<file path="src/design/assert_macros.svh">
// Assertion helpers used by the top-level design file
`ifndef ASSERT_MACROS_SVH
`define ASSERT_MACROS_SVH

// Property checked at every rising edge outside reset
`define AST_HOLDS(label, clk, rst_n, prop, msg) \
    label: assert property (@(posedge clk) disable iff (!rst_n) (prop)) \
        else $error(msg);

// Condition that must never be seen outside reset
`define AST_NEVER(label, clk, rst_n, cond, msg) \
    label: assert property (@(posedge clk) disable iff (!rst_n) !(cond)) \
        else $error(msg);

`endif

</file>
<file path="src/design/smx_pkg.sv">
package smx_pkg;

    // Field widths
    localparam int SAMPLE_W   = 16;
    localparam int GAIN_W     = 15;
    localparam int MASK_W     = 4;
    localparam int RADIX      = 14;

    // Source lanes
    localparam int MAX_SOURCES      = 4;
    localparam int SOURCE_COUNT_DEF = 4;

    // Configuration port
    localparam int CFG_IDX_W  = 3;
    localparam int CFG_DATA_W = 15;

    // Arithmetic widths: product of signed sample and unsigned gain, plus headroom
    // for the shifted existing sample and every source
    localparam int PROD_W = SAMPLE_W + GAIN_W;
    localparam int ACC_W  = PROD_W + 3;

    typedef logic signed [SAMPLE_W-1:0] t_sample;
    typedef logic        [GAIN_W-1:0]   t_gain;
    typedef logic signed [PROD_W-1:0]   t_prod;
    typedef logic signed [ACC_W-1:0]    t_acc;

    localparam t_gain GAIN_UNITY = t_gain'(1 << RADIX);
    localparam t_acc  ROUND_BIAS = t_acc'(1) <<< (RADIX - 1);
    localparam t_acc  SAT_MAX    = t_acc'((1 << (SAMPLE_W - 1)) - 1);
    localparam t_acc  SAT_MIN    = t_acc'(-(1 << (SAMPLE_W - 1)));

    // Register indexes
    typedef enum logic [CFG_IDX_W-1:0] {
        REG_ENABLE_MASK = 3'd0,
        REG_GAIN_ZERO   = 3'd1,
        REG_GAIN_ONE    = 3'd2,
        REG_GAIN_TWO    = 3'd3,
        REG_GAIN_THREE  = 3'd4
    } t_cfg_reg;

    // Request travelling alongside the lane products
    typedef struct packed {
        logic    block_end;
        t_sample existing;
    } t_mix_req;

    // Finished result
    typedef struct packed {
        logic    block_end;
        t_sample mixed;
    } t_mix_res;

endpackage

</file>
<file path="src/design/smx_lane.sv">
module smx_lane (
    input  logic            i_clk,
    input  logic            i_load,
    input  logic            i_enable,
    input  smx_pkg::t_sample i_sample,
    input  smx_pkg::t_gain   i_gain,
    output smx_pkg::t_prod   o_product
);

    smx_pkg::t_prod r_product;
    smx_pkg::t_prod n_product;

    // Gain multiply; a disabled source contributes nothing
    always_comb begin
        if (i_enable) begin
            n_product = smx_pkg::t_prod'(i_sample)
                      * smx_pkg::t_prod'($signed({1'b0, i_gain}));
        end else begin
            n_product = '0;
        end
    end

    always_ff @(posedge i_clk) begin
        if (i_load) begin
            r_product <= n_product;
        end
    end

    assign o_product = r_product;

endmodule

</file>
<file path="src/design/smx_mix.sv">
module smx_mix #(
    parameter int SOURCE_COUNT = smx_pkg::SOURCE_COUNT_DEF
) (
    input  logic              i_clk,
    input  logic              i_load,
    input  smx_pkg::t_mix_req i_req,
    input  smx_pkg::t_prod    i_product [SOURCE_COUNT],
    output smx_pkg::t_mix_res o_res
);

    smx_pkg::t_acc     w_sum;
    smx_pkg::t_acc     w_shifted;
    smx_pkg::t_mix_res r_res;
    smx_pkg::t_mix_res n_res;

    // Accumulate existing sample (scaled up) and the lane products, then round
    always_comb begin
        w_sum = smx_pkg::t_acc'(i_req.existing) <<< smx_pkg::RADIX;
        for (int k = 0; k < SOURCE_COUNT; k++) begin
            w_sum = w_sum + smx_pkg::t_acc'(i_product[k]);
        end
        w_sum     = w_sum + smx_pkg::ROUND_BIAS;
        w_shifted = w_sum >>> smx_pkg::RADIX;
    end

    // Saturate to the sample range
    always_comb begin
        n_res.block_end = i_req.block_end;
        if (w_shifted > smx_pkg::SAT_MAX) begin
            n_res.mixed = smx_pkg::SAT_MAX[smx_pkg::SAMPLE_W-1:0];
        end else if (w_shifted < smx_pkg::SAT_MIN) begin
            n_res.mixed = smx_pkg::SAT_MIN[smx_pkg::SAMPLE_W-1:0];
        end else begin
            n_res.mixed = w_shifted[smx_pkg::SAMPLE_W-1:0];
        end
    end

    always_ff @(posedge i_clk) begin
        if (i_load) begin
            r_res <= n_res;
        end
    end

    assign o_res = r_res;

endmodule

</file>
<file path="src/design/saturating_gain_audio_mixer.sv">
// Q14 gain mixer: each request carries one sample frame (existing output sample plus one
// sample per source) and yields one rounded, saturated sample. One request is taken every
// clock cycle while o_stall is low; o_valid rises once that request has passed the input register,
// the registered gain multiply per source lane and the registered sum/round/saturate.
// Bubbles close up: while a finished result is held by i_stall the two stages behind it
// still fill, so up to two more requests are taken before o_stall rises. The user must
// write gains and the enable mask through the configuration port only while no request is
// in flight; the block itself does not enforce this. Sources at or above SOURCE_COUNT are
// ignored.
module saturating_gain_audio_mixer #(
    parameter int SOURCE_COUNT = smx_pkg::SOURCE_COUNT_DEF
) (
    input  logic                            i_clk,
    input  logic                            i_rst_n,
    // Configuration
    input  logic                            i_cfg_wr_en,
    input  logic [smx_pkg::CFG_IDX_W-1:0]   i_cfg_index,
    input  logic [smx_pkg::CFG_DATA_W-1:0]  i_cfg_data,
    // Input channel
    input  logic                            i_valid,
    output logic                            o_stall,
    input  logic signed [smx_pkg::SAMPLE_W-1:0] i_existing_sample,
    input  logic signed [smx_pkg::SAMPLE_W-1:0] i_source_sample_zero,
    input  logic signed [smx_pkg::SAMPLE_W-1:0] i_source_sample_one,
    input  logic signed [smx_pkg::SAMPLE_W-1:0] i_source_sample_two,
    input  logic signed [smx_pkg::SAMPLE_W-1:0] i_source_sample_three,
    input  logic                            i_block_end,
    // Output channel
    output logic                            o_valid,
    input  logic                            i_stall,
    output logic signed [smx_pkg::SAMPLE_W-1:0] o_mixed_sample,
    output logic                            o_block_end_out
);

    // Configuration registers
    logic [smx_pkg::MASK_W-1:0] r_enable_mask;
    smx_pkg::t_gain             r_gain [smx_pkg::MAX_SOURCES];

    // Pipeline state
    logic              r_a_valid;
    smx_pkg::t_mix_req r_a_req;
    smx_pkg::t_sample  r_a_src [smx_pkg::MAX_SOURCES];
    logic              r_b_valid;
    smx_pkg::t_mix_req r_b_req;
    logic              r_c_valid;

    smx_pkg::t_sample  w_src [smx_pkg::MAX_SOURCES];
    smx_pkg::t_prod    w_product [SOURCE_COUNT];
    smx_pkg::t_mix_res w_res;
    logic              w_adv_a;
    logic              w_adv_b;
    logic              w_adv_c;

    assign w_src[0] = i_source_sample_zero;
    assign w_src[1] = i_source_sample_one;
    assign w_src[2] = i_source_sample_two;
    assign w_src[3] = i_source_sample_three;

    // A stage moves on when it is empty or the next one moves on
    assign w_adv_c = !r_c_valid || !i_stall;
    assign w_adv_b = !r_b_valid || w_adv_c;
    assign w_adv_a = !r_a_valid || w_adv_b;
    assign o_stall = !w_adv_a;

    // Configuration writes; indexes past the last gain are ignored
    always_ff @(posedge i_clk) begin
        if (!i_rst_n) begin
            r_enable_mask <= '0;
            for (int k = 0; k < smx_pkg::MAX_SOURCES; k++) begin
                r_gain[k] <= smx_pkg::GAIN_UNITY;
            end
        end else if (i_cfg_wr_en) begin
            unique case (i_cfg_index)
                smx_pkg::REG_ENABLE_MASK: r_enable_mask <= i_cfg_data[smx_pkg::MASK_W-1:0];
                smx_pkg::REG_GAIN_ZERO:   r_gain[0]     <= i_cfg_data[smx_pkg::GAIN_W-1:0];
                smx_pkg::REG_GAIN_ONE:    r_gain[1]     <= i_cfg_data[smx_pkg::GAIN_W-1:0];
                smx_pkg::REG_GAIN_TWO:    r_gain[2]     <= i_cfg_data[smx_pkg::GAIN_W-1:0];
                smx_pkg::REG_GAIN_THREE:  r_gain[3]     <= i_cfg_data[smx_pkg::GAIN_W-1:0];
                default: begin
                end
            endcase
        end
    end

    // Valid bits of the three stages
    always_ff @(posedge i_clk) begin
        if (!i_rst_n) begin
            r_a_valid <= 1'b0;
            r_b_valid <= 1'b0;
            r_c_valid <= 1'b0;
        end else begin
            if (w_adv_a) begin
                r_a_valid <= i_valid;
            end
            if (w_adv_b) begin
                r_b_valid <= r_a_valid;
            end
            if (w_adv_c) begin
                r_c_valid <= r_b_valid;
            end
        end
    end

    // Stage payloads
    always_ff @(posedge i_clk) begin
        if (w_adv_a) begin
            r_a_req.existing  <= i_existing_sample;
            r_a_req.block_end <= i_block_end;
            for (int k = 0; k < smx_pkg::MAX_SOURCES; k++) begin
                r_a_src[k] <= w_src[k];
            end
        end
        if (w_adv_b) begin
            r_b_req <= r_a_req;
        end
    end

    // One gain multiplier per source lane below SOURCE_COUNT, enabled or not
    for (genvar g = 0; g < SOURCE_COUNT; g++) begin : g_lane
        smx_lane u_lane (
            .i_clk     (i_clk),
            .i_load    (w_adv_b),
            .i_enable  (r_enable_mask[g]),
            .i_sample  (r_a_src[g]),
            .i_gain    (r_gain[g]),
            .o_product (w_product[g])
        );
    end

    // Sum, round and saturate into the result register
    smx_mix #(
        .SOURCE_COUNT (SOURCE_COUNT)
    ) u_mix (
        .i_clk     (i_clk),
        .i_load    (w_adv_c),
        .i_req     (r_b_req),
        .i_product (w_product),
        .o_res     (w_res)
    );

    assign o_valid         = r_c_valid;
    assign o_mixed_sample  = w_res.mixed;
    assign o_block_end_out = w_res.block_end;

    // Checks
    `include "assert_macros.svh"

    `AST_HOLDS(a_stall_full, i_clk, i_rst_n, o_stall |-> (r_a_valid && r_b_valid && r_c_valid && i_stall), "input stalled with room in the pipeline")
    `AST_HOLDS(a_result_kept, i_clk, i_rst_n, (r_c_valid && i_stall) |=> r_c_valid, "stalled result dropped")
    `AST_HOLDS(a_mid_moves, i_clk, i_rst_n, (r_b_valid && w_adv_c) |=> r_c_valid, "product stage lost a request")
    `AST_HOLDS(a_out_steady, i_clk, i_rst_n, (o_valid && i_stall) |=> ($stable(o_mixed_sample) && $stable(o_block_end_out)), "stalled result changed")

endmodule

</file>
<file path="config.mk">
export PLATFORM = sky130hd
export DESIGN_NAME = saturating_gain_audio_mixer
export DESIGN_NICKNAME = d
export VERILOG_FILES = /design/src/design/smx_pkg.sv /design/src/design/smx_lane.sv /design/src/design/smx_mix.sv /design/src/design/saturating_gain_audio_mixer.sv
export VERILOG_INCLUDE_DIRS = /design/src /design/src/design
export SDC_FILE = /design/constraint.sdc
export NUM_CORES = 2
export LEC_CHECK = 0
export BUFFER_PORTS_ARGS = -buffer_cell sky130_fd_sc_hd__buf_2
export CORE_ASPECT_RATIO = 0.9
export CORE_MARGIN = 5
export CORE_UTILIZATION = 40
export DETAILED_ROUTE_END_ITERATION = 8
export PLACE_DENSITY_LB_ADDON = 0.3
export SLEW_MARGIN = 5
export SYNTH_ARGS = -nofsm -noshare
export SYNTH_HDL_FRONTEND = slang
export SYNTH_HIERARCHICAL = 1
export SYNTH_SLANG_ARGS = --single-unit
</file>
<file path="constraint.sdc">
create_clock -name i_clk -period 8.1 [get_ports i_clk]
set_input_delay 0 -clock i_clk [delete_from_list [all_inputs] [get_ports i_clk]]
set_output_delay 0 -clock i_clk [all_outputs]
set_load 0.02 [all_outputs]
</file>
==> flow_summary.yaml <==
synth:
  synth_cell_types: 97
  synth_ff_type: "edfxtp_1"
  synth_top_family_by_area: "adder cells"
  synth_compound_area_share_pct: 6.56
  synth-adder-area-share_pct: 48.1
  synth_mux_area_share_pct: 0.420
  syn_inst: 5448
  ys_seq_area_share_pct: 17.3
  yosys.area_share.simple_pct: 14.2
  synthArstFlopShare_pct: 0
  synth-warning-count: 6
  syn_nets: 6955
  synth_area_um2: 52800
  synth_edf_count: 299
  ys_seq_elements: 306
  synth_xor_area_share_pct: 1.77
  syn_avg_cell_area_um2: 9.69
timing:
  slew_viol_final: 0
  max_clock_freq_ghz: 0.147
  rsz0062_at_grt: "no"
  slew-limit-headroom_pct: 35.7
  tns_ns: 0
  finalHoldViolations: 0
  setup_violations: 0
  skew_ns: 0.0250
  worst_pin_slew_ns: 0.964
  period_share_pct: 84.2
  layout_min_cycle_time_ns: 6.82
run_status:
  outcome: "finished clean"
clocking:
  post_cts_buffers: 0
  clkTransAtPathRegs_ns: 0.06
  insertion_delay_ns: 0.63
  cts.sinks: 306
  cts_max_level: 2
  clock-root-buffer: "clkbuf_16"
  cts-buffers-inserted: 43
  tritoncts: "built"
  clk_path_buf_depth: 3
layout:
  layout-drive-gt1-share_pct: 4.60
  final_common_cell: "inv_1"
  nFillCells: 12800
  fin_nets: 7057
  final_cell_mix: "1447 x inv_1, 1045 x fa_1, 596 x nand2_1"
  area_growth_pct: 8.67
  fin_area_um2: 57400
floorplanning:
  die_w_um: 393
  die_h_um: 355
  rows: 126
  io_pins: 123
  dieArea_um2: 139000
  coreArea_um2: 131000
  start_util_pct: 40.2
placed_design:
  place_area_um2: 55000
  dp_hpwl_um: 112000
  io_buffer_count: 122
  gp_congestion: 0.864
global_routing:
  grt_max_degree: 71
  grt_pass1_wl_um: 219000
  grt_pass1_vias: 38900
  track_usage_pct: 20.2
  grt-ovfl-total: 0
  antenna_found_initial: 8
setup_path:
  crit_fanout: 16
  arrival_ns: 7.20
  timing_worst_setup_path_type: "flop to flop"
  reg2reg_slack_ns: 1.28
  worstSetupStartpointType: "flop"
  r2r-start: "r_gain[0][1]"
  reg2reg_to: "g_lane[0].u_lane/o_product[30]"
  required_ns: 8.48
  slowest_stage: "edfxtp_1"
  rr_worst_depth: 19
  crit_path_end_kind: "flop"
  cpPeakStageDelay_ns: 0.73
  path_cells: "nand2_1 > inv_1 > fa_1 > inv_1 > fa_1 > inv_1 > fa_1 > fa_1 > fa_1 > inv_1 > fa_1 > inv_1 > ha_1 > a21oi_1 > nand2_1 > a21oi_1 > or3b_1 > o21ai_2 > mux2_1"
  crit_path_frequent_cell: "fa_1"
hold_path:
  hp-start: "i_cfg_data[10]"
  hp-class: "input pin to flop"
  whs_path_depth: 3
  min_delay_worst_endpoint: "r_gain[3][10]"
routing:
  drt_iter0_drc: 2285
  routedWlPerCell_um: 18.6
  route.detailed.vias_per_inst: 4.96
  routed_wl_um: 136000
  drc: 0
  antenna_left: 0
  dr.pass1.iters: 5
  vias: 36300
job:
  drv_cap: 0
[cell usage after synthesis, types with 7 or more instances]
library cell,number,area (um2)
a211o_1,7,61.3
a211oi_1,37,278
a21boi_0,8,60.1
a21o_1,56,420
a21oi_1,98,490
a31oi_1,18,113
and2_1,506,3170
and3_1,13,81.3
buf_2,9,45.0
clkbuf_1,156,586
dfxtp_1,7,140
edfxtp_1,299,8980
fa_1,1045,20900
ha_1,358,4480
inv_1,1448,5440
mux2i_1,21,210
nand2_1,596,2240
nand2b_1,26,163
nand3_1,41,205
nand4_1,18,113
nor2_1,132,495
nor2b_1,10,62.6
nor3_1,109,546
nor3b_1,7,52.6
o211ai_1,16,120
o21a_1,26,195
o21ai_0,82,410
o21ai_1,10,50.1
o21bai_1,19,143
o31ai_1,10,75.1
or3_1,10,62.6
xnor2_1,82,718
xor2_1,23,201
[area by class of cell]
type	instances	area (um2)	area share [%]
inverters	1449	5440	9.49
clock buffers	51	1130	1.97
diodes	6	15.0	0.0262
repair buffers	235	1700	2.97
multi-input cells	3515	37500	65.4
clock inverters	29	289	0.504
flip-flops and latches	306	9120	15.9
well taps	1728	2160	3.77
[flip-flops by register name, indices dropped and copies added (netlist names)]
signal / cells
g_lane.u_lane/o_product: 124
o_valid: 1
r_a_req: 17
r_a_src: 64
r_a_valid: 1
r_b_req: 17
r_b_valid: 1
r_enable_mask: 4
r_gain: 60
u_mix/o_res: 17
[cells by family (layout without fill, tap and decap cells)]
| logic type | count (synthesis) | after routing |
|---|---|---|
| buffers and inverters | 1627 | 1764 |
| and+or+nand+nor | 1503 | 1503 |
| adders and majority gates | 1403 | 1403 |
| AOI/OAI and AO/OA | 481 | 481 |
| DFF | 306 | 306 |
| xor gates and xnor gates | 106 | 106 |
| muxes | 22 | 22 |
| other | 0 | 6 |
[worst max-delay path, delay by kind of cell (launching register included)]
kind | cells | cell delay (ns)
adder cells (fa/ha/maj) | 7 | 3.44
buffers and inverters | 5 | 0.81
flip-flops | 1 | 0.73
AND/OR/NAND/NOR | 3 | 0.69
AO/OA/AOI/OAI | 3 | 0.57
multiplexers | 1 | 0.32
[stage by stage]
step | cells | hold WS (ns) | worst slack (ns) | util (%)
floorplan | 5448 | 0.0989 | 1.73 | -
global placement | 7135 | 0.177 | 1.36 | 41.9
detailed placement | 7135 | 0.178 | 1.29 | 41.9
CTS | 7313 | 0.00234 | 1.25 | 43.7
global route | 7314 | 0.0425 | 0.841 | 43.7
finish | 7319 | 0.0592 | 1.28 | 43.7
[worst max-delay path by stage]
| stage | from | endpoint | cells after the start |
|---|---|---|---|
| detailed placement | r_gain[0][1] | g_lane[0].u_lane/o_product[30] | 19 |
| global route | r_gain[1][1] | g_lane[1].u_lane/o_product[28] | 17 |
| global placement | r_gain[0][1] | g_lane[0].u_lane/o_product[30] | 19 |
| floorplan | r_a_src[0][15] | g_lane[0].u_lane/o_product[30] | 21 |
| CTS | r_gain[0][1] | g_lane[0].u_lane/o_product[30] | 19 |
| finish | r_gain[0][1] | g_lane[0].u_lane/o_product[30] | 19 |
[what timing repair did]
action / CTS / global route
gates resized for setup: 0 / 0
setup endpoints to repair: 0 / 0
hold buffers: 98 / 0
hold endpoints to repair: 106 / 0
[routing by layer]
layer / GRT usage, % / routed length (um) / part of all wire [%]
met2: 31.3 / 60300 / 44
met4: 5.61 / 3940 / 2.9
met3: 4.06 / 9820 / 7.2
met5: 0 / 0 / 0
met1: 29.0 / 62100 / 46
Power is not shown: default switching activity piles up to over one toggle a cycle in this logic, so the estimate is an artifact.
